--- config.mk ---
export PLATFORM = sky130hd
export DESIGN_NAME = tkct_cell
export DESIGN_NICKNAME = d
export VERILOG_FILES = /design/src/hw/rtl/tkct_pkg.sv /design/src/hw/rtl/tkct_cell.sv
export SDC_FILE = /design/constraint.sdc
export NUM_CORES = 1
export LEC_CHECK = 0
export BUFFER_PORTS_ARGS = -buffer_cell sky130_fd_sc_hd__buf_2
export CORE_UTILIZATION = 28
export CTS_CLUSTER_DIAMETER = 50
export DETAILED_ROUTE_END_ITERATION = 6
export GPL_TIMING_DRIVEN = 0
export PLACE_DENSITY = 0.67
export SLEW_MARGIN = 20
export SYNTH_ARGS = -nofsm -noshare
export SYNTH_HDL_FRONTEND = slang
export SYNTH_SLANG_ARGS = --single-unit
export TNS_END_PERCENT = 50
--- constraint.sdc ---
create_clock -name i_clk -period 13.8 [get_ports i_clk]
set_input_delay 1.38 -clock i_clk [delete_from_list [all_inputs] [get_ports i_clk]]
set_output_delay 1.38 -clock i_clk [all_outputs]
set_load 0.05 [all_outputs]
--- src/hw/rtl/tkct_pkg.sv ---
// shared types and constants for the top-k ranking block
// no dependencies
package tkct_pkg;

    localparam int KEY_W      = 12;
    localparam int COUNT_W    = 31;
    localparam int TIME_W     = 63;
    localparam int LIMIT_W    = 7;
    localparam int RANK_W     = 6;
    localparam int MAX_KEPT_D = 64;

    localparam logic [LIMIT_W-1:0] LIMIT_RST = 7'd10;

    typedef struct packed {
        logic [KEY_W-1:0]   key;
        logic [COUNT_W-1:0] count;
        logic [TIME_W-1:0]  tstamp;
    } t_rec;

    typedef struct packed {
        logic ins;
        logic pop;
        logic clr;
    } t_cell_ctl;

    typedef enum logic [1:0] {
        S_IDLE = 2'b01,
        S_EMIT = 2'b10
    } t_state;

endpackage

--- src/hw/rtl/tkct_cell.sv ---
// one slot of the sorted chain: holds a record; inserts, shifts or clears as the controls say
// depends on tkct_pkg
module tkct_cell (
    input  logic               i_clk,
    input  logic               i_rst_n,
    input  tkct_pkg::t_cell_ctl i_ctl,
    input  tkct_pkg::t_rec     i_new,
    input  logic               i_prev_valid,
    input  tkct_pkg::t_rec     i_prev,
    input  logic               i_prev_above,
    input  logic               i_next_valid,
    input  tkct_pkg::t_rec     i_next,
    output logic               o_valid,
    output tkct_pkg::t_rec     o_rec,
    output logic               o_above
);
    import tkct_pkg::*;

    logic r_valid;
    logic n_valid;
    t_rec r_rec;
    t_rec n_rec;

    // new record ranks strictly above this slot, or the slot is empty
    assign o_above = !r_valid
                   || (i_new.count > r_rec.count)
                   || ((i_new.count == r_rec.count) && (i_new.tstamp > r_rec.tstamp));

    always_comb begin
        n_valid = r_valid;
        n_rec   = r_rec;
        if (i_ctl.clr) begin
            n_valid = 1'b0;
        end else if (i_ctl.pop) begin
            n_valid = i_next_valid;
            n_rec   = i_next;
        end else if (i_ctl.ins) begin
            if (i_prev_above) begin
                n_valid = i_prev_valid;
                n_rec   = i_prev;
            end else if (o_above) begin
                n_valid = 1'b1;
                n_rec   = i_new;
            end
        end
    end

    always_ff @(posedge i_clk) begin
        if (!i_rst_n) begin
            r_valid <= 1'b0;
        end else begin
            r_valid <= n_valid;
        end
    end

    always_ff @(posedge i_clk) begin
        r_rec <= n_rec;
    end

    assign o_valid = r_valid;
    assign o_rec   = r_rec;

endmodule

==> metrics.yaml <==
status: "completed"
grt_first_pass_wirelength_mm: 42.12
postLayoutSetupSlackWorst_ps: 8376
route.antenna.remaining_nets: 0
dr.pass1.iters: 5
rsz0062_at_grt: "false"
power_mw: 1.005
synth-xor-area-share_pct: 0
grt_overflow: 0
h-tree-depth: 3
fin_nets: 1682
synth_top_area_cell: "edfxtp_1"
hold_viol: 0
synth_async_sr_flop_share_pct: 0
worstMarginPinSlew_ps: 1125
synthDistinctLibCells: 36
gp_congestion: 0.9057
hp-class: "register to register"
antenna_found_initial: 3
drv_cap: 0
finalCriticalPeriod_ps: 5424
cts_setup_buffers: 0
syn_avg_cell_area_um2: 9.648
fp.coreArea_um2: 27180
synth_compound_area_share_pct: 12.78
finalCritPeriodShare_pct: 39.30
ios: 434
rows: 60
critPathMaxFanout: 3
synth_mux_area_share_pct: 13.58
synth-adder-area-share_pct: 15.05
reg2reg_depth: 12
yosysWarnings: 0
synth_enable_flop_cells: 106
power_per_cell_area_nw_per_um2: 92.99
viasPerCell: 4.734
drc: 0
grt_max_degree: 17
dpl-instance-area_um2: 10540
floorplan.initialDensity_pct: 28.76
cts_tree: "built"
slew_violations: 0
crit_path_end_kind: "output port"
fin_skew_ps: 13.63
clock_latency_ps: 350
stdcell_area_um2: 10810
grt_pass1_vias: 7714
port_buffers: 431
cts_buffers: 9
die_width_um: 169.1
met2WireLength_mm: 14.03
hold_buffers: 0
synth_top_family_by_area: "adder cells"
routed.top_layer: "met5"
required_ps: 12420
track_usage_pct: 19.56
synth_area_leaders: "edfxtp_1, ha_1, mux2i_1"
ys_seq_area_share_pct: 40.99
drt_iter0_markers: 381
die_h_um: 169.1
ys.flop_type: "edfxtp_1"
wl_met1_mm: 12.05
layout_common_cells: "buf_2, nand2_1, o21ai_0"
layout-drive-gt1-share_pct: 36.89
path_class: "primary input to output port"
cp.arrival_ps: 4040
synthCells: 810
start_kind: "primary input"
cts_root_buffer: "clkbuf_16"
setup-violations-final: 0
yosysTopAreaCellShare_pct: 40.73
dp_slack_ps: 8224
area_growth_pct: 38.28
wl_met3_mm: 1.822
final_common_cell: "buf_2"
via_count: 7763
dp_hpwl_mm: 23.88
wire_per_inst_um: 17.39
fin_hold_ws_ps: 804.0
syn_nets: 1230
power.leakage_nw: 5.513
final.setup.tns_ps: 0
ir_drop_mv: 0.05606
dieArea_um2: 28580
max_freq_mhz: 184.4
netlist_area_um2: 7815
whs_path_depth: 4
drt-total-wl_mm: 28.52
cts_max_path_buffers: 2
slew_headroom_pct: 24.98
nFillCells: 2730
cts.sinks: 107
cts_resized: 0
synthSimpleGateAreaFrac_pct: 11.10
clk_transition_reported_paths_ps: 70
synth_seq_cells: 107
## critical path, stage by stage
cell	delay, ps
buf_2	130
ha_1	330
nand4_2	190
nor4_4	360
nand3_2	180
and4bb_1	360
o21ai_1	110
a2111oi_2	620
nor2_1	110
buf_2	250
## report_power, final
group / switching (mW) / leakage (nW) / internal [mW] / total [mW]
Sequential: 0.0141 / 1.06 / 0.396 / 0.410
Clock: 0.122 / 0.123 / 0.122 / 0.244
Combinational: 0.233 / 4.33 / 0.118 / 0.351
## logic make-up (layout without fill, tap and decap cells)
logic type | count (synthesis) | count (layout)
muxes | 106 | 106
DFF | 107 | 107
other | 0 | 2
buffers and inverters | 134 | 590
and+or+nand+nor | 184 | 184
adders and majority gates | 94 | 94
AOI/OAI and AO/OA | 185 | 185
## synthesized netlist by cell type, types with 5 or more instances
master	n
nand2_1	123
o21ai_0	118
edfxtp_1	106
mux2i_1	106
inv_1	98
ha_1	94
a21oi_1	39
clkbuf_1	25
nand4_1	15
nor2_1	13
nand3_1	10
a21o_1	9
buf_1	6
a211oi_1	5
buf_2	5
nor3b_1	5
o21ai_1	5
## per-stage QoR
stage / cells / util (%)
floorplan: 810 / -
global placement: 1613 / 38.43
detailed placement: 1623 / 38.78
CTS: 1638 / 39.75
global route: 1640 / 39.77
finish: 1640 / 39.77
## cell type report
cell class              count  area (µm²)  share of cell area (%)
multi-input cells         569        4121                   38.14
flip-flops and latches    107        3203                   29.64
repair buffers            441        2240                   20.72
well taps                 372       465.4                   4.307
inverters                  98       367.9                   3.404
clock buffers              11       232.7                   2.154
plain buffers              36       142.6                   1.320
clock inverters             4       28.78                  0.2663
diodes                      2       5.005                 0.04631
## per-layer routing
metal | global-route usage [%] | vias to the layer above
met4 | 6.071 | 2
met3 | 3.834 | 41
met1 | 24.01 | 3608
met2 | 34.41 | 313
met5 | 0 | -
li1 | - | 3799
## sequential cells by signal (all words and copies together), names as in the netlist
name     cells
o_rec      106
o_valid      1
## worst paths after layout
kind	start	endpoint	slack [ps]
setup reg to reg	o_rec[29]$_DFFE_PP_	o_rec[13]$_DFFE_PP_	9750
hold reg to reg	o_valid$_SDFFE_PP0P_	o_valid$_SDFFE_PP0P_	800
hold / removal	o_valid$_SDFFE_PP0P_	o_valid$_SDFFE_PP0P_	800
setup / recovery	i_new[93]	o_above	8380
Note: power is estimated with default switching activity, not from simulation.
